`src/dad_pkg.sv`:
```
// ---------------------------------------------------------------------------
// dad_pkg: shared types, constants and tables for the date arithmetic block
// Day-number constants, month tables and step sizes for the year walker.
// ---------------------------------------------------------------------------
package dad_pkg;

  localparam int OFFSET_BITS = 21;
  localparam int SER_W       = 22;
  localparam int SUM_W       = 34;

  localparam logic [SER_W-1:0] SER_LO = 22'd306;
  localparam logic [SER_W-1:0] SER_HI = 22'd3652364;

  typedef enum logic [2:0] {
    S_IDLE,
    S_LQ,
    S_LV,
    S_TS,
    S_FS,
    S_MON,
    S_OUT
  } dad_state_t;

  typedef struct packed {
    logic [SER_W-1:0] rem;
    logic [SER_W-1:0] step;
    logic [SER_W-1:0] acc;
    logic [SER_W-1:0] inc;
  } dad_op_t;

  typedef struct packed {
    logic             ge;
    logic [SER_W-1:0] rem;
    logic [SER_W-1:0] acc;
  } dad_res_t;

  function automatic logic [4:0] month_len(input logic [3:0] m, input logic leap);
    logic [4:0] len;
    case (m)
      4'd2:    len = leap ? 5'd29 : 5'd28;
      4'd4:    len = 5'd30;
      4'd6:    len = 5'd30;
      4'd9:    len = 5'd30;
      4'd11:   len = 5'd30;
      default: len = 5'd31;
    endcase
    return len;
  endfunction

  // Days from March 1 to the first of month m.
  function automatic logic [8:0] month_off(input logic [3:0] m);
    logic [8:0] off;
    case (m)
      4'd3:    off = 9'd0;
      4'd4:    off = 9'd31;
      4'd5:    off = 9'd61;
      4'd6:    off = 9'd92;
      4'd7:    off = 9'd122;
      4'd8:    off = 9'd153;
      4'd9:    off = 9'd184;
      4'd10:   off = 9'd214;
      4'd11:   off = 9'd245;
      4'd12:   off = 9'd275;
      4'd1:    off = 9'd306;
      default: off = 9'd337;
    endcase
    return off;
  endfunction

  // Length of month index mp of a year that starts in March.
  function automatic logic [4:0] mar_len(input logic [3:0] mp);
    logic [4:0] len;
    case (mp)
      4'd1:    len = 5'd30;
      4'd3:    len = 5'd30;
      4'd6:    len = 5'd30;
      4'd8:    len = 5'd30;
      4'd11:   len = 5'd28;
      default: len = 5'd31;
    endcase
    return len;
  endfunction

  function automatic logic [SER_W-1:0] yr_step(input logic [1:0] lvl);
    logic [SER_W-1:0] v;
    case (lvl)
      2'd0:    v = 22'd400;
      2'd1:    v = 22'd100;
      2'd2:    v = 22'd4;
      default: v = 22'd1;
    endcase
    return v;
  endfunction

  function automatic logic [SER_W-1:0] day_step(input logic [1:0] lvl);
    logic [SER_W-1:0] v;
    case (lvl)
      2'd0:    v = 22'd146097;
      2'd1:    v = 22'd36524;
      2'd2:    v = 22'd1461;
      default: v = 22'd365;
    endcase
    return v;
  endfunction

endpackage

```
`src/dad_step.sv`:
```
// ---------------------------------------------------------------------------
// dad_step: shared compare, subtract and accumulate unit
// Compares the remainder with a step, subtracts it and advances an accumulator.
// ---------------------------------------------------------------------------
module dad_step import dad_pkg::*; (
  input  dad_op_t  op,
  output dad_res_t res
);

  assign res.ge  = (op.rem >= op.step);
  assign res.rem = op.rem - op.step;
  assign res.acc = op.acc + op.inc;

endmodule

```
`src/date_add_days.sv`:
```
// ---------------------------------------------------------------------------
// date_add_days: Gregorian date plus day offset, or day difference of two dates
// Each date becomes a day number by walking 400, 100, 4 and 1 year steps, and a
// shifted day number is turned back by the same walk plus a walk over the months,
// all on one shared compare and subtract unit. A new item is taken the cycle after
// its result enters the output register, which holds it while out_ready is low.
// Synchronous reset clears the sequencer and out_valid only.
// ---------------------------------------------------------------------------
module date_add_days import dad_pkg::*; (
  input  logic        clk,
  input  logic        rst_n,
  input  logic        in_valid,
  output logic        in_ready,
  input  logic        in_kind,
  input  logic [13:0] in_year,
  input  logic [3:0]  in_month,
  input  logic [4:0]  in_day,
  input  logic signed [20:0] in_day_offset,
  input  logic [13:0] in_other_year,
  input  logic [3:0]  in_other_month,
  input  logic [4:0]  in_other_day,
  output logic        out_valid,
  input  logic        out_ready,
  output logic [13:0] out_result_year,
  output logic [3:0]  out_result_month,
  output logic [4:0]  out_result_day,
  output logic [21:0] out_day_count,
  output logic        out_bad_input,
  output logic        out_order_error
);

  dad_state_t state_r, state_nxt;
  logic        sel_r, sel_nxt;
  logic        kind_r;
  logic [13:0] ya_r, yb_r;
  logic [3:0]  ma_r, mb_r;
  logic [4:0]  da_r, db_r;
  logic [OFFSET_BITS-1:0] off_r;
  logic [6:0]  q_r, q_nxt;
  logic [1:0]  lvl_r, lvl_nxt;
  logic [1:0]  cnt_r, cnt_nxt;
  logic [SER_W-1:0] rem_r, rem_nxt, acc_r, acc_nxt, a_r, a_nxt;
  logic [3:0]  mp_r, mp_nxt;
  logic [13:0] ry_r, ry_nxt;
  logic [3:0]  rm_r, rm_nxt;
  logic [4:0]  rd_r, rd_nxt;
  logic [21:0] rc_r, rc_nxt;
  logic        rb_r, rb_nxt, ro_r, ro_nxt;
  logic        ov_r, ov_nxt;
  logic [13:0] oy_r;
  logic [3:0]  om_r;
  logic [4:0]  od_r;
  logic [21:0] oc_r;
  logic        ob_r, oo_r;

  logic [13:0] ys;
  logic [3:0]  ms;
  logic [4:0]  ds;
  logic [26:0] qprod;
  logic [13:0] c100;
  logic        div100, leap, date_ok, lim;
  logic [13:0] yy;
  logic [3:0]  mm;
  logic signed [SUM_W-1:0] ssum;
  dad_op_t     op;
  dad_res_t    res;
  logic        accept, load_out;

  assign accept   = in_valid && in_ready;
  assign load_out = (state_r == S_OUT) && (!ov_r || out_ready);

  assign ys = sel_r ? yb_r : ya_r;
  assign ms = sel_r ? mb_r : ma_r;
  assign ds = sel_r ? db_r : da_r;

  // q = floor(y / 100) by reciprocal multiply, exact for years up to 12799.
  assign qprod  = {13'd0, ys} * 27'd5243;
  assign c100   = {7'd0, q_r} * 14'd100;
  assign div100 = (c100 == ys);
  assign leap   = ((ys[1:0] == 2'd0) && !div100) || (div100 && (q_r[1:0] == 2'd0));
  assign date_ok = (ys >= 14'd1) && (ys <= 14'd9999) && (ms >= 4'd1) && (ms <= 4'd12) &&
                   (ds >= 5'd1) && (ds <= month_len(ms, leap));
  assign yy = ys - {13'd0, (ms <= 4'd2)};

  assign lim = ((lvl_r == 2'd1) || (lvl_r == 2'd3)) && (cnt_r == 2'd3);
  assign mm  = (mp_r < 4'd10) ? mp_r + 4'd3 : mp_r - 4'd9;

  assign ssum = $signed({{(SUM_W-SER_W){1'b0}}, acc_r}) +
                $signed({{(SUM_W-OFFSET_BITS){off_r[OFFSET_BITS-1]}},
                         off_r[OFFSET_BITS-1:0]});

  always_comb begin
    op.rem = rem_r;
    case (state_r)
      S_TS: begin
        op.step = yr_step(lvl_r);
        op.acc  = acc_r;
        op.inc  = day_step(lvl_r);
      end
      S_MON: begin
        op.step = {17'd0, mar_len(mp_r)};
        op.acc  = {18'd0, mp_r};
        op.inc  = 22'd1;
      end
      default: begin
        op.step = day_step(lvl_r);
        op.acc  = acc_r;
        op.inc  = yr_step(lvl_r);
      end
    endcase
  end

  dad_step u_step (
    .op  (op),
    .res (res)
  );

  // Next state.
  always_comb begin
    state_nxt = state_r;
    case (state_r)
      S_IDLE: if (accept) state_nxt = S_LQ;
      S_LQ:   state_nxt = S_LV;
      S_LV:   state_nxt = date_ok ? S_TS : S_OUT;
      S_TS: begin
        if (!res.ge && (lvl_r == 2'd3)) begin
          if (sel_r || !kind_r) state_nxt = sel_r ? S_OUT : S_FS;
          else state_nxt = S_LQ;
        end
      end
      S_FS:   if (!(res.ge && !lim) && (lvl_r == 2'd3)) state_nxt = S_MON;
      S_MON:  if (!(res.ge && (mp_r < 4'd11))) state_nxt = S_OUT;
      S_OUT:  if (load_out) state_nxt = S_IDLE;
      default: state_nxt = S_IDLE;
    endcase
  end

  // Datapath.
  always_comb begin
    sel_nxt = sel_r;
    q_nxt   = q_r;
    lvl_nxt = lvl_r;
    cnt_nxt = cnt_r;
    rem_nxt = rem_r;
    acc_nxt = acc_r;
    a_nxt   = a_r;
    mp_nxt  = mp_r;
    ry_nxt  = ry_r;
    rm_nxt  = rm_r;
    rd_nxt  = rd_r;
    rc_nxt  = rc_r;
    rb_nxt  = rb_r;
    ro_nxt  = ro_r;
    case (state_r)
      S_IDLE: begin
        sel_nxt = 1'b0;
        ry_nxt = '0; rm_nxt = '0; rd_nxt = '0; rc_nxt = '0; rb_nxt = 1'b0; ro_nxt = 1'b0;
      end
      S_LQ: q_nxt = qprod[25:19];
      S_LV: begin
        if (!date_ok) begin
          rb_nxt = 1'b1;
        end else begin
          rem_nxt = {8'd0, yy};
          acc_nxt = {13'd0, month_off(ms)} + {17'd0, ds} - 22'd1;
          lvl_nxt = 2'd0;
        end
      end
      S_TS: begin
        if (res.ge) begin
          rem_nxt = res.rem;
          acc_nxt = res.acc;
        end else if (lvl_r != 2'd3) begin
          lvl_nxt = lvl_r + 2'd1;
        end else if (sel_r) begin
          if (acc_r > a_r) ro_nxt = 1'b1;
          else rc_nxt = a_r - acc_r;
        end else if (kind_r) begin
          a_nxt   = acc_r;
          sel_nxt = 1'b1;
        end else begin
          // Saturate the shifted day number to the supported years.
          if (ssum < $signed({{(SUM_W-SER_W){1'b0}}, SER_LO})) begin
            rem_nxt = SER_LO;
            ro_nxt  = 1'b1;
          end else if (ssum > $signed({{(SUM_W-SER_W){1'b0}}, SER_HI})) begin
            rem_nxt = SER_HI;
            ro_nxt  = 1'b1;
          end else begin
            rem_nxt = ssum[SER_W-1:0];
          end
          acc_nxt = '0;
          lvl_nxt = 2'd0;
          cnt_nxt = 2'd0;
        end
      end
      S_FS: begin
        if (res.ge && !lim) begin
          rem_nxt = res.rem;
          acc_nxt = res.acc;
          if (lvl_r[0]) cnt_nxt = cnt_r + 2'd1;
        end else if (lvl_r != 2'd3) begin
          lvl_nxt = lvl_r + 2'd1;
          cnt_nxt = 2'd0;
        end else begin
          mp_nxt = 4'd0;
        end
      end
      S_MON: begin
        if (res.ge && (mp_r < 4'd11)) begin
          rem_nxt = res.rem;
          mp_nxt  = res.acc[3:0];
        end else begin
          rd_nxt = rem_r[4:0] + 5'd1;
          rm_nxt = mm;
          ry_nxt = acc_r[13:0] + {13'd0, (mp_r >= 4'd10)};
        end
      end
      default: ;
    endcase
  end

  always_comb begin
    ov_nxt = ov_r;
    if (load_out) ov_nxt = 1'b1;
    else if (out_ready) ov_nxt = 1'b0;
  end

  always_ff @(posedge clk) begin
    if (!rst_n) begin
      state_r <= S_IDLE;
      ov_r    <= 1'b0;
    end else begin
      state_r <= state_nxt;
      ov_r    <= ov_nxt;
    end
  end

  always_ff @(posedge clk) begin
    sel_r <= sel_nxt;
    q_r   <= q_nxt;
    lvl_r <= lvl_nxt;
    cnt_r <= cnt_nxt;
    rem_r <= rem_nxt;
    acc_r <= acc_nxt;
    a_r   <= a_nxt;
    mp_r  <= mp_nxt;
    ry_r  <= ry_nxt;
    rm_r  <= rm_nxt;
    rd_r  <= rd_nxt;
    rc_r  <= rc_nxt;
    rb_r  <= rb_nxt;
    ro_r  <= ro_nxt;
    if (accept) begin
      kind_r <= in_kind;
      ya_r   <= in_year;
      ma_r   <= in_month;
      da_r   <= in_day;
      off_r  <= in_day_offset[OFFSET_BITS-1:0];
      yb_r   <= in_other_year;
      mb_r   <= in_other_month;
      db_r   <= in_other_day;
    end
    if (load_out) begin
      oy_r <= ry_r;
      om_r <= rm_r;
      od_r <= rd_r;
      oc_r <= rc_r;
      ob_r <= rb_r;
      oo_r <= ro_r;
    end
  end

  assign in_ready         = (state_r == S_IDLE);
  assign out_valid        = ov_r;
  assign out_result_year  = oy_r;
  assign out_result_month = om_r;
  assign out_result_day   = od_r;
  assign out_day_count    = oc_r;
  assign out_bad_input    = ob_r;
  assign out_order_error  = oo_r;

endmodule

```
`config.mk`:
```
export PLATFORM = sky130hd
export DESIGN_NAME = date_add_days
export DESIGN_NICKNAME = d
export VERILOG_FILES = /design/src/dad_pkg.sv /design/src/dad_step.sv /design/src/date_add_days.sv
export SDC_FILE = /design/constraint.sdc
export NUM_CORES = 1
export LEC_CHECK = 0
export ABC_AREA = 0
export BUFFER_PORTS_ARGS = -buffer_cell sky130_fd_sc_hd__clkbuf_2
export CAP_MARGIN = 15
export CORE_MARGIN = 8
export CORE_UTILIZATION = 67
export CTS_CLUSTER_DIAMETER = 150
export DETAILED_ROUTE_END_ITERATION = 6
export GPL_TIMING_DRIVEN = 0
export PLACE_DENSITY = 0.87
export SLEW_MARGIN = 30
export SYNTH_ARGS = -nofsm -noshare
export SYNTH_HDL_FRONTEND = slang
export SYNTH_SLANG_ARGS = --single-unit
```
`constraint.sdc`:
```
create_clock -name clk -period 19.1 [get_ports clk]
set_input_delay 1.91 -clock clk [delete_from_list [all_inputs] [get_ports clk]]
set_output_delay 1.91 -clock clk [all_outputs]
set_load 0.005 [all_outputs]
```
* After elaboration in Yosys (flattened, before gate mapping)
Memory sizes are Yosys's and may differ from the RTL's.
Cells that the tools add are included.
** Cells by class
- Mux-type cells :: 84
- Shift-type cells :: 0
- Multiply operators :: 2
- Equality and inequality tests :: 50
- $add $sub $neg :: 13
- Bitwise operators :: 3
- Reductions and logical operators :: 50
- $lt $le $gt $ge :: 14
- Div/mod/pow operators :: 0
** Operator list (count)
- 22-bit 2-to-1 mux :: 19
- 66-bit one-hot mux with 2 select lines :: 1
- 22-bit one-hot mux with 4 select lines :: 1
- 22-bit one-hot mux with 3 select lines :: 1
- 18-bit one-hot mux with 3 select lines :: 1
- 22-bit one-hot mux with 2 select lines :: 1
- 22-bit subtractor :: 2
- 2-bit inequality test (second input constant) :: 18
- 14-bit 2-to-1 mux :: 2
- 14-bit one-hot mux with 2 select lines :: 1
- 3-bit inequality test (second input constant) :: 9
- 9-bit one-hot mux with 3 select lines :: 1
- 14-bit by 13-bit multiplier with 26-bit output (second input constant) :: 1
- 2-bit 2-to-1 mux :: 13
- 23-bit by 21-bit adder with 24-bit output :: 1
- 24-bit by 23-bit greater-than comparator with 1-bit output (second input constant) :: 1
- 24-bit by 10-bit < comparator with 1-bit output (second input constant) :: 1
- 4-bit 2-to-1 mux :: 6
- 22-bit adder :: 1
- 22-bit >= comparator :: 1
- 22-bit greater-than comparator :: 1
- 3-bit 2-to-1 mux :: 7
- 3-bit one-hot mux with 7 select lines :: 1
- 7-bit AND reduction :: 3
- other kinds (53) :: 122
** Word-level totals
- Memories :: 1
- Bits in latches :: 0
- Register bits after elaboration :: 248
- Output and inout port bits :: 49
- Bits in writable memories :: 0
- Memory bits (read-only) :: 144
** Memory list
- (name not given) :: words 16, bits a word 9, read ports 1, clocked after memory_dff 0, write ports 0, line dad_pkg.sv:53 : case (m)

* Logic depth before layout (Yosys ltp)
Gate-level depths: netlist of run 1.
- Depth after elaboration :: 15
- Mapped depth :: 25
- Mapped depth without buffers :: 23

* By module
Synthesis of run 1 repeated with hierarchy kept, for this count alone.
** Second synthesis, totals
- Cell total of the unflattened synthesis :: 1952
- Area, all modules :: 20141.8 sq um
** Modules (own cells, without submodules)
- date_add_days :: seq. area each 7407.1 sq um, cells an instance 1629, area an instance 17877.1 sq um, times used 1
- dad_step :: seq. area each 0.0 sq um, cells an instance 323, area an instance 2264.7 sq um, times used 1

* Worst setup path after synthesis of run 1
Ideal clock, no wire load.
- Path kind :: register -> register
- Start point :: register q_r[3]
- End point :: register rem_r[0], enable pin
- Arrival time :: 6.314 ns
- Data required time :: 18.635 ns
- Library setup time :: 0.465 ns
- Buffers on the path :: 0
- Stages on the path, launching flop included :: 18
- Slack :: 12.321 ns
- Clock period less this slack :: 6.779 ns
- Cells stage by stage :: edfxtp_1 ha_1 ha_1 fa_1 ha_1 a21o_1 a21o_1 a21o_1 a21o_1 a21oi_1 xnor2_1 o41ai_1 mux2i_1 ha_1 a2111oi_0 a211oi_1 nand2b_1 nor4b_1
** Between the ends
- Longest elaborated chain between the ends :: 11
- Elaborated cells on any way between the ends :: 12
- Classes of those cells :: 1 x mul; 1 x order compare; 2 x eq/ne; 2 x mux; 6 x reduce/logical
** RTL lines
- start: declaration :: line date_add_days.sv:39 : logic [6:0] q_r, q_nxt;
- start signal: assignment :: line date_add_days.sv:241 : q_r <= q_nxt;
- 7-bit by 5-bit multiplier with 12-bit output * :: line date_add_days.sv:78 : assign c100 = {7'd0, q_r} * 14'd100;
- 14-bit equality test * :: line date_add_days.sv:79 : assign div100 = (c100 == ys);
- 1-bit logical NOT :: line date_add_days.sv:80 : assign leap = ((ys[1:0] == 2'd0) && !div100) || (div100 && (q_r[1:0] == 2'd0));
- 1-bit logical AND :: line date_add_days.sv:80
- 1-bit logical OR * :: line date_add_days.sv:80
- 1-bit 2-to-1 mux * :: line dad_pkg.sv:40 : 4'd2: len = leap ? 5'd29 : 5'd28;
- 2-bit one-hot mux with 2 select lines * :: line dad_pkg.sv:39 : case (m)
- 5-bit <= comparator * :: line date_add_days.sv:82 : (ds >= 5'd1) && (ds <= month_len(ms, leap));
- 1-bit logical AND * :: line date_add_days.sv:82
- 2-bit inequality test (no source line) *
- 7-bit AND reduction (no source line) *
- end signal: assignment :: line date_add_days.sv:244 : rem_r <= rem_nxt;
- end: declaration :: line date_add_days.sv:42 : logic [SER_W-1:0] rem_r, rem_nxt, acc_r, acc_nxt, a_r, a_nxt;
Mark *: on every way between the ends. The rest lies on a longest branch, timed or not.
A chain may end at the register's enable or synchronous reset.

* Worst setup path after layout of run 1
- Start point :: register sel_r
- End point :: register q_r[6] (data pin)
** Between the ends
- Longest elaborated chain between the ends :: 2
** RTL lines
- start: declaration :: line date_add_days.sv:33 : logic sel_r, sel_nxt;
- start signal: assignment :: line date_add_days.sv:240 : sel_r <= sel_nxt;
- 14-bit 2-to-1 mux :: line date_add_days.sv:72 : assign ys = sel_r ? yb_r : ya_r;
- 14-bit by 13-bit multiplier with 26-bit output :: line date_add_days.sv:77 : assign qprod = {13'd0, ys} * 27'd5243;
- net qprod[25] :: line date_add_days.sv:59 : logic [26:0] qprod;
The timed path passes the listed nets, and every way through them passes these cells.

==> flow_summary.json, run 1 <==
{
  "crit_type": "flop to flop",
  "synth-main-ff-cell": "edfxtp_1",
  "cts_buffers": 26,
  "drt-initial-drc-count": 1493,
  "avgSynthCellArea_um2": 10.48,
  "coreArea_um2": 28550,
  "cts_setup_buffers": 0,
  "htree_levels": 1,
  "rows": 62,
  "routabilityCongestion": 0.9804,
  "hold_class": "flop to flop",
  "crit_buf_inv": 8,
  "clk_pin_slew_worst_paths_ns": 0.06,
  "synthCells": 1838,
  "fmax_mhz": 122.0,
  "ys_seq_elements": 248,
  "synth_area_um2": 19270,
  "mostFrequentLayoutCells": "258 x ha_1, 244 x edfxtp_1, 203 x inv_1",
  "cts.repair.resized": 0,
  "crit_arrival_ns": 8.47,
  "drt_first_pass_iters": 6,
  "yosys.cell_types.count": 81,
  "wl_per_cell_um": 20.21,
  "synthArstFlopShare_pct": 0,
  "drc_errors": 0,
  "grt_overflow": 0,
  "antenna_found_initial": 0,
  "start_util_pct": 67.50,
  "grt_usage_pct": 28.08,
  "insertion_delay_ns": 0.54,
  "min_path_cells": 0,
  "fp.dieArea_um2": 34440,
  "grt_pass1_vias": 14970,
  "final.min_clock_period_ns": 8.196,
  "port_buffers": 120,
  "clockBufferDepth": 3,
  "drv_slew": 0,
  "reg2reg_slack_ns": 10.90,
  "synth_nets": 2236,
  "vias": 14850,
  "die_y_um": 185.6,
  "viasPerCell": 6.195,
  "dp_hpwl_um": 37850,
  "rr_worst_depth": 25,
  "period_share_pct": 42.91,
  "hold_buffers": 0,
  "required_ns": 19.37,
  "pin_count": 121,
  "critPathLaunchType": "flop",
  "grt_use_met1_pct": 34.40,
  "min_from": "ry_r[5]$_SDFFCE_PN0P_",
  "place_area_um2": 20510,
  "fin_worst_skew_ns": 0.01389,
  "num_antenna_cells": 0,
  "hold_violations": 0,
  "rsz0062_at_grt": "false",
  "slowest_delay_ns": 0.75,
  "reg2reg_to": "q_r[6]$_DFFE_PP_",
  "final_common_cell": "ha_1",
  "crit_top_cell": "inv_1",
  "setup.worst_path.end_class": "flop",
  "synth_seq_area_share_pct": 38.44,
  "grt_use_met3_pct": 3.767,
  "die_x_um": 185.6,
  "status": "finished clean",
  "crit_slowest_cell": "mux2i_2",
  "max_slew_margin_pct": 36.56,
  "synth_edf_count": 244,
  "worstMarginPinSlew_ns": 0.9252,
  "drt-total-wl_um": 48450,
  "cts.sinks": 248,
  "synth_warnings": 0,
  "grt_pass1_wl_um": 76380,
  "drive_gt1_share_pct": 11.18,
  "postRouteAntennaNets": 0,
  "final_nets": 2391,
  "cts_root_buffer": "clkbuf_16",
  "cts_tree": "done",
  "critPathTopFamily": "buffers and inverters",
  "path_max_fanout": 10,
  "synthToLayoutAreaGrowth_pct": 11.06,
  "finalSetupViolCount": 0,
  "min_to": "out_result_year[5]$_DFFE_PP_",
  "grt_max_degree": 36,
  "finalInstanceArea_um2": 21400,
  "tns_ns": 0,
  "globalRoute.busiestLayer": "met2",
  "gr-usage-met2_pct": 47.50,
  "drv_cap": 0,
  "fill_cells": 1917,
  "reg2reg_from": "sel_r$_DFFE_PP_"
}
state kept, by name (all words and copies together), names as in the netlist, 7 cells and up:
name             cells
a_r                 22
out_result_year     14
rc_r                22
ry_r                14
out_day_count       22
ya_r                14
off_r               21
rem_r               22
yb_r                14
acc_r               22
q_r                  7
per-stage QoR:
step | hold slack (ns) | setup WS, ns | util [%] | cells
global placement | 0.4004 | 9.549 | 71.28 | 2342
finish | 0.4178 | 10.90 | 74.96 | 2397
detailed placement | 0.4045 | 10.95 | 71.85 | 2349
CTS | 0.4205 | 10.94 | 74.94 | 2397
floorplan | 0.4003 | 12.32 | - | 1838
global route | 0.4260 | 10.43 | 74.96 | 2397
synthesized netlist by cell type, types with 14 or more instances:
master    count  area share, %
a21o_1       44            1.7
a21oi_1      89            2.3
a22oi_1      14           0.55
and2_1       22           0.71
and3_1       17           0.55
clkbuf_1     31           0.60
edfxtp_1    244             38
fa_1         68            7.1
ha_1        258             17
inv_1       203            4.0
mux2i_1      27            1.4
nand2_1      92            1.8
nand3_1      38           0.99
nor2_1      148            2.9
nor2b_1      18           0.58
nor3_1       42            1.1
o211ai_1     17           0.66
o21ai_0      83            2.2
o22ai_1      19           0.62
or3_1        16           0.52
xnor2_1      86            3.9
xor2_1       42            1.9
worst max path at each step:
stage                                start            endpoint  slack, ns  cells after the start
final                      sel_r$_DFFE_PP_    q_r[6]$_DFFE_PP_      10.90                     25
after global routing       sel_r$_DFFE_PP_    q_r[6]$_DFFE_PP_      10.43                     25
after CTS                  sel_r$_DFFE_PP_    q_r[6]$_DFFE_PP_      10.94                     25
after detailed placement   sel_r$_DFFE_PP_    q_r[6]$_DFFE_PP_      10.95                     25
after global placement     sel_r$_DFFE_PP_  rem_r[0]$_DFFE_PP_       9.55                     15
after floorplan           q_r[3]$_DFFE_PP_  rem_r[0]$_DFFE_PP_      12.32                     17
cells by family after synthesis:
group,after synthesis,synth area share (%)
xor gates and xnor gates,128,5.818
muxes,32,1.695
DFF,248,38.44
AOI/OAI and AO/OA,398,13.75
buffers and inverters,248,4.935
and+or+nand+nor,458,11.54
adders and majority gates,326,23.82
layer usage:
metal  vias to the layer above  share of wire, %
met3                       146               8.1
met4                         0               6.2
met2                       737                47
li1                       6925                 -
met1                      7042                39
met5                         -                 0
layout make-up:
cell class | count | area, µm² | area share, %
clock buffer | 28 | 658.1 | 3.075
multi-input combinational | 1342 | 10980 | 51.33
sequential | 248 | 7407 | 34.61
clock inverter | 20 | 224.0 | 1.047
timing repair buffer | 127 | 695.7 | 3.251
tap | 384 | 480.5 | 2.245
inverter | 204 | 765.7 | 3.578
buffer | 44 | 185.2 | 0.8653
Power of run 1 is left out: the tool's default activity adds up to more than one toggle a clock period on the data nets, which glitch-free logic cannot reach.
==> run 2: changes to the inputs <==
--- a/config.mk
+++ b/config.mk
@@ -5,15 +5,15 @@
 export SDC_FILE = /design/constraint.sdc
 export NUM_CORES = 1
 export LEC_CHECK = 0
-export ABC_AREA = 0
+export ABC_AREA = 1
 export BUFFER_PORTS_ARGS = -buffer_cell sky130_fd_sc_hd__clkbuf_2
 export CAP_MARGIN = 15
 export CORE_MARGIN = 8
-export CORE_UTILIZATION = 67
+export CORE_UTILIZATION = 63
 export CTS_CLUSTER_DIAMETER = 150
 export DETAILED_ROUTE_END_ITERATION = 6
 export GPL_TIMING_DRIVEN = 0
-export PLACE_DENSITY = 0.87
+export PLACE_DENSITY = 0.82
 export SLEW_MARGIN = 30
 export SYNTH_ARGS = -nofsm -noshare
 export SYNTH_HDL_FRONTEND = slang
==> constraint.sdc (replaced) <==
create_clock -name clk -period 8.2 [get_ports clk]
set_input_delay 0.82 -clock clk [delete_from_list [all_inputs] [get_ports clk]]
set_output_delay 0.82 -clock clk [all_outputs]
set_load 0.005 [all_outputs]
==> run 2 against run 1 <==
Critical path depth is 2 lower. Routed wire length is 10% higher. Sequential cell count stayed put. Synthesized cell count is 29% higher. Global-route usage is 0.17 points lower. Register-to-register slack worse by 9.3 ns. Maximum frequency is 24% higher. Design area is 4.8% higher. Largest cell class unchanged.
==> flow_summary.json, run 2 <==
{
  "antenna_found_initial": 0,
  "grt_usage_pct": 27.91,
  "synth.cells.most_frequent": "493 x nand2_1, 437 x inv_1, 258 x ha_1",
  "fill_cells": 2460,
  "synthCells": 2373,
  "synthToLayoutAreaGrowth_pct": 10.73,
  "synth_seq_area_share_pct": 36.58,
  "synth-main-ff-cell": "edfxtp_1",
  "insertion_delay_ns": 0.56,
  "synth_top_area_share_pct": 36.19,
  "grt_max_degree": 28,
  "rr_worst_depth": 23,
  "cts_tree": "done",
  "critPathLaunchType": "flop",
  "coreArea_um2": 31640,
  "crit_slowest_cell": "fa_1",
  "slowest_delay_ns": 0.54,
  "hold_violations": 0,
  "die_x_um": 195.3,
  "critPathTopFamily": "adder cells",
  "hold_class": "flop to flop",
  "ys_seq_elements": 248,
  "status": "finished clean",
  "rows": 65,
  "crit_end": "q_r[3]$_DFFE_PP_",
  "htree_levels": 1,
  "num_antenna_cells": 0,
  "crit_arrival_ns": 6.99,
  "period_share_pct": 80.92,
  "synth_nets": 2771,
  "cp_num_cells": 23,
  "drv_slew": 0,
  "viasPerCell": 5.664,
  "drv_cap": 0,
  "tns_ns": 0,
  "crit_top_cell": "inv_1",
  "fp.dieArea_um2": 38130,
  "synth_warnings": 0,
  "fin_worst_skew_ns": 0.01151,
  "postRouteAntennaNets": 0,
  "drive_gt1_share_pct": 9.230,
  "finalSetupViolCount": 0,
  "setup.worst_path.end_class": "flop",
  "dp_hpwl_um": 43370,
  "cts_buffers": 27,
  "drt-total-wl_um": 53410,
  "synth_area_leaders": "edfxtp_1 36%, ha_1 16%, nand2_1 9.1%",
  "hold_buffers": 0,
  "fmax_mhz": 150.7,
  "cts.repair.resized": 0,
  "startpoint": "sel_r$_DFFE_PP_",
  "drt_first_pass_iters": 6,
  "mostFrequentLayoutCells": "492 x nand2_1, 437 x inv_1, 258 x ha_1",
  "drt-initial-drc-count": 1397,
  "yosys.cell_types.count": 57,
  "worstMarginPinSlew_ns": 0.8889,
  "grt_pass1_vias": 16550,
  "pin_count": 121,
  "final_nets": 2935,
  "routabilityCongestion": 0.9539,
  "synthArstFlopShare_pct": 0,
  "reg2reg_to": "q_r[3]$_DFFE_PP_",
  "final.min_clock_period_ns": 6.636,
  "required_ns": 8.56,
  "synth_edf_count": 244,
  "clk_pin_slew_worst_paths_ns": 0.06,
  "drc_errors": 0,
  "reg2reg_slack_ns": 1.56,
  "crit_type": "flop to flop",
  "final_common_cell": "nand2_1",
  "grt_pass1_wl_um": 85390,
  "crit_buf_inv": 8,
  "yosys.cell_count.top_type": "nand2_1",
  "clockBufferDepth": 3,
  "port_buffers": 120,
  "grt_overflow": 0,
  "yosys.area.top_type": "edfxtp_1",
  "vias": 16760,
  "hold_slack_ns": 0.4149,
  "cts.sinks": 248,
  "reg2reg_from": "sel_r$_DFFE_PP_",
  "start_util_pct": 64.00,
  "cts_setup_buffers": 0,
  "avgSynthCellArea_um2": 8.532,
  "path_max_fanout": 10,
  "die_y_um": 195.3,
  "cts_root_buffer": "clkbuf_16",
  "max_slew_margin_pct": 40.42,
  "path_cells": "buf_2 -> inv_2 -> clkbuf_1 -> or2_2 -> o21ai_1 -> inv_1 -> ha_1 -> inv_1 -> fa_1 -> inv_1 -> fa_1 -> inv_1 -> fa_1 -> fa_1 -> inv_1 -> ha_1 -> nand2_1 -> o21a_1 -> a21boi_0 -> o21a_1 -> o21ai_0 -> a31oi_1 -> xor2_1",
  "wl_per_cell_um": 18.05,
  "rsz0062_at_grt": "false",
  "postLayoutCoreUtil_pct": 70.87,
  "synth_area_um2": 20250
}
[run 2: final cells by class]
cell class | count | area, µm² | share of cell area, %
plain buffers | 24 | 113.9 | 0.5078
clock buffers | 32 | 694.4 | 3.097
clock inverters | 17 | 127.6 | 0.5692
inverters | 444 | 1667 | 7.433
multi-input cells | 1657 | 11110 | 49.57
flip-flops and latches | 248 | 7407 | 33.04
well taps | 402 | 503.0 | 2.243
repair buffers | 135 | 793.3 | 3.538
[run 2: routing by layer]
layer	vias up	track usage, %	wire, µm
li1	8192	-	-
met4	0	9.657	1905
met3	110	3.817	3506
met1	7787	35.09	22160
met2	671	48.85	25840
met5	-	0	0
[run 2: worst min-delay path by stage]
stage,slack [ns],depth (start not counted),endpoint,from
2_1_floorplan,0.40,0,out_bad_input$_DFFE_PP_,rb_r$_DFFE_PP_
3_3_place_gp,0.40,0,out_day_count[3]$_DFFE_PP_,rc_r[3]$_SDFFCE_PN0P_
3_5_place_dp,0.40,0,out_day_count[16]$_DFFE_PP_,rc_r[16]$_SDFFCE_PN0P_
4_1_cts,0.42,0,out_result_day[2]$_DFFE_PP_,rd_r[2]$_SDFFCE_PN0P_
5_1_grt,0.42,0,out_result_year[9]$_DFFE_PP_,ry_r[9]$_SDFFCE_PN0P_
6_report,0.41,0,out_result_year[9]$_DFFE_PP_,ry_r[9]$_SDFFCE_PN0P_
[run 2: kinds of logic after synthesis]
kind of cell	count (synthesis)	share of synthesized area [%]
XOR/XNOR	73	3.158
flip-flops	248	36.58
AO/OA/AOI/OAI	371	10.26
adder cells (fa/ha/maj)	326	22.67
multiplexers	3	0.1483
buffers and inverters	468	8.794
AND/OR/NAND/NOR	884	18.39
[run 2: stage by stage]
stage | cells | setup slack, ns | instance area, µm²
floorplan | 2373 | 1.886 | 20250
global placement | 2895 | -0.6602 | 21350
detailed placement | 2910 | 1.470 | 21600
CTS | 2959 | 1.423 | 22420
global route | 2959 | 1.198 | 22420
finish | 2959 | 1.564 | 22420
Power of run 2 is left out for the same reason.
==> run 3: changes to the inputs <==
==> constraint.sdc (replaced) <==
create_clock -name clk -period 6.5 [get_ports clk]
set_input_delay 0.65 -clock clk [delete_from_list [all_inputs] [get_ports clk]]
set_output_delay 0.65 -clock clk [all_outputs]
set_load 0.005 [all_outputs]
==> run 3 against run 2 <==
Clock skew about the same. Routed wire length up 0.69%. Cell count stayed put. Core utilization increased by 0.15 points. Via count rose by 0.48%. Non-clock buffer count is the same. First-iteration DRC count up 7.2%. Highest routed layer unchanged.
==> flow_summary.json, run 3 (synthesis gave the netlist of run 2 again) <==
{
  "status": "finished clean",
  "synthToLayoutAreaGrowth_pct": 10.97,
  "reg2reg_from": "sel_r$_DFFE_PP_",
  "fmax_mhz": 158.8,
  "viasPerCell": 5.691,
  "grt_usage_pct": 27.93,
  "rows": 65,
  "cts_buffers": 27,
  "vias": 16840,
  "cts_setup_buffers": 0,
  "port_buffers": 120,
  "required_ns": 6.86,
  "crit_arrival_ns": 6.66,
  "cts_root_buffer": "clkbuf_16",
  "fin_cells": 2959,
  "drt-initial-drc-count": 1498,
  "drv_slew": 0,
  "final_nets": 2935,
  "drt_first_pass_iters": 6,
  "mostFrequentLayoutCells": "492 x nand2_1, 433 x inv_1, 258 x ha_1",
  "finalSetupViolCount": 0,
  "start_util_pct": 64.00,
  "slowest_delay_ns": 0.53,
  "hold_class": "primary input to flop",
  "insertion_delay_ns": 0.56,
  "cts_tree": "done",
  "crit_slowest_cell": "fa_1",
  "hold_buffers": 0,
  "wl_per_cell_um": 18.17,
  "grt_max_degree": 28,
  "dp.cells": 2910,
  "setup.worst_path.end_class": "flop",
  "critPathTopFamily": "adder cells",
  "crit_top_cell": "inv_1",
  "max_slew_margin_pct": 39.65,
  "hold_violations": 0,
  "antenna_found_initial": 0,
  "grt_overflow": 0,
  "fin_worst_skew_ns": 0.01129,
  "drt-total-wl_um": 53780,
  "dp_hpwl_um": 43370,
  "final.min_clock_period_ns": 6.296,
  "drive_gt1_share_pct": 9.660,
  "die_y_um": 195.3,
  "crit_type": "flop to flop",
  "clockBufferDepth": 3,
  "num_antenna_cells": 0,
  "grt_pass1_vias": 16550,
  "final_common_cell": "nand2_1",
  "cts.sinks": 248,
  "period_share_pct": 96.86,
  "path_max_fanout": 10,
  "drv_cap": 0,
  "fp.dieArea_um2": 38130,
  "pin_count": 121,
  "crit_buf_inv": 9,
  "clk_pin_slew_worst_paths_ns": 0.07,
  "postRouteAntennaNets": 0,
  "min_from": "in_day_offset[20]",
  "worstMarginPinSlew_ns": 0.9004,
  "htree_levels": 1,
  "startpoint": "sel_r$_DFFE_PP_",
  "critPathLaunchType": "flop",
  "drc_errors": 0,
  "routabilityCongestion": 0.9539,
  "die_x_um": 195.3,
  "coreArea_um2": 31640,
  "grt_pass1_wl_um": 85430
}
==> run 3: repair_timing <==
item / in CTS / in global routing
setup endpoints to repair: 6 / 7
hold endpoints to repair: 0 / 0
gates resized for setup: 6 / 16
==> run 3: metal layers <==
metal	global-route usage, %	wire, µm
met4	9.854	2017
met2	48.81	26020
met5	0	0
met1	35.11	22120
met3	3.817	3620
==> run 3: worst register-to-register path: stages, from the launching register on <==
cell,delay [ns]
edfxtp_1,0.39
clkbuf_4,0.23
inv_2,0.07
clkbuf_1,0.21
or2_2,0.32
o21ai_1,0.24
buf_4,0.25
inv_1,0.16
ha_1,0.36
inv_1,0.06
fa_1,0.43
fa_1,0.49
inv_1,0.04
ha_1,0.27
inv_1,0.05
fa_1,0.53
inv_1,0.06
ha_1,0.33
a21oi_1,0.20
and2_1,0.16
o21ai_0,0.10
a21boi_0,0.32
o21a_1,0.20
o21ai_0,0.15
a31oi_1,0.20
xor2_1,0.27
==> run 3: path summary, 6_finish.rpt <==
| check | to | slack, ns | cells past startpoint |
|---|---|---|---|
| max | q_r[3]$_DFFE_PP_ | 0.20 | 25 |
| min | off_r[20]$_DFFE_PP_ | 0.26 | 1 |
| max reg2reg | q_r[3]$_DFFE_PP_ | 0.20 | 25 |
| min reg2reg | out_result_year[9]$_DFFE_PP_ | 0.41 | 0 |
==> run 3: final cells by class <==
| class | count | area (µm²) |
|---|---|---|
| Inverter | 444 | 1672 |
| Buffer | 24 | 117.6 |
| Tap cell | 402 | 503.0 |
| Clock buffer | 32 | 694.4 |
| Clock inverter | 17 | 127.6 |
| Fill cell | 2450 | 9169 |
| Multi-Input combinational cell | 1657 | 11150 |
| Sequential cell | 248 | 7407 |
| Timing Repair Buffer | 135 | 795.8 |
==> run 3: metrics by stage <==
stage	instance area (µm²)	hold slack (ns)	TNS, ns	worst slack [ns]	utilization [%]
floorplan	20250	0.4003	0	0.1863	-
global placement	21350	0.4005	-92.22	-2.360	67.49
detailed placement	21600	0.4045	-0.5634	-0.2304	68.27
CTS	22430	0.2529	0	0.03304	70.89
global route	22470	0.2592	-0.1792	-0.1192	71.02
finish	22470	0.2649	0	0.2041	71.02
Power of run 3 is left out for the same reason.
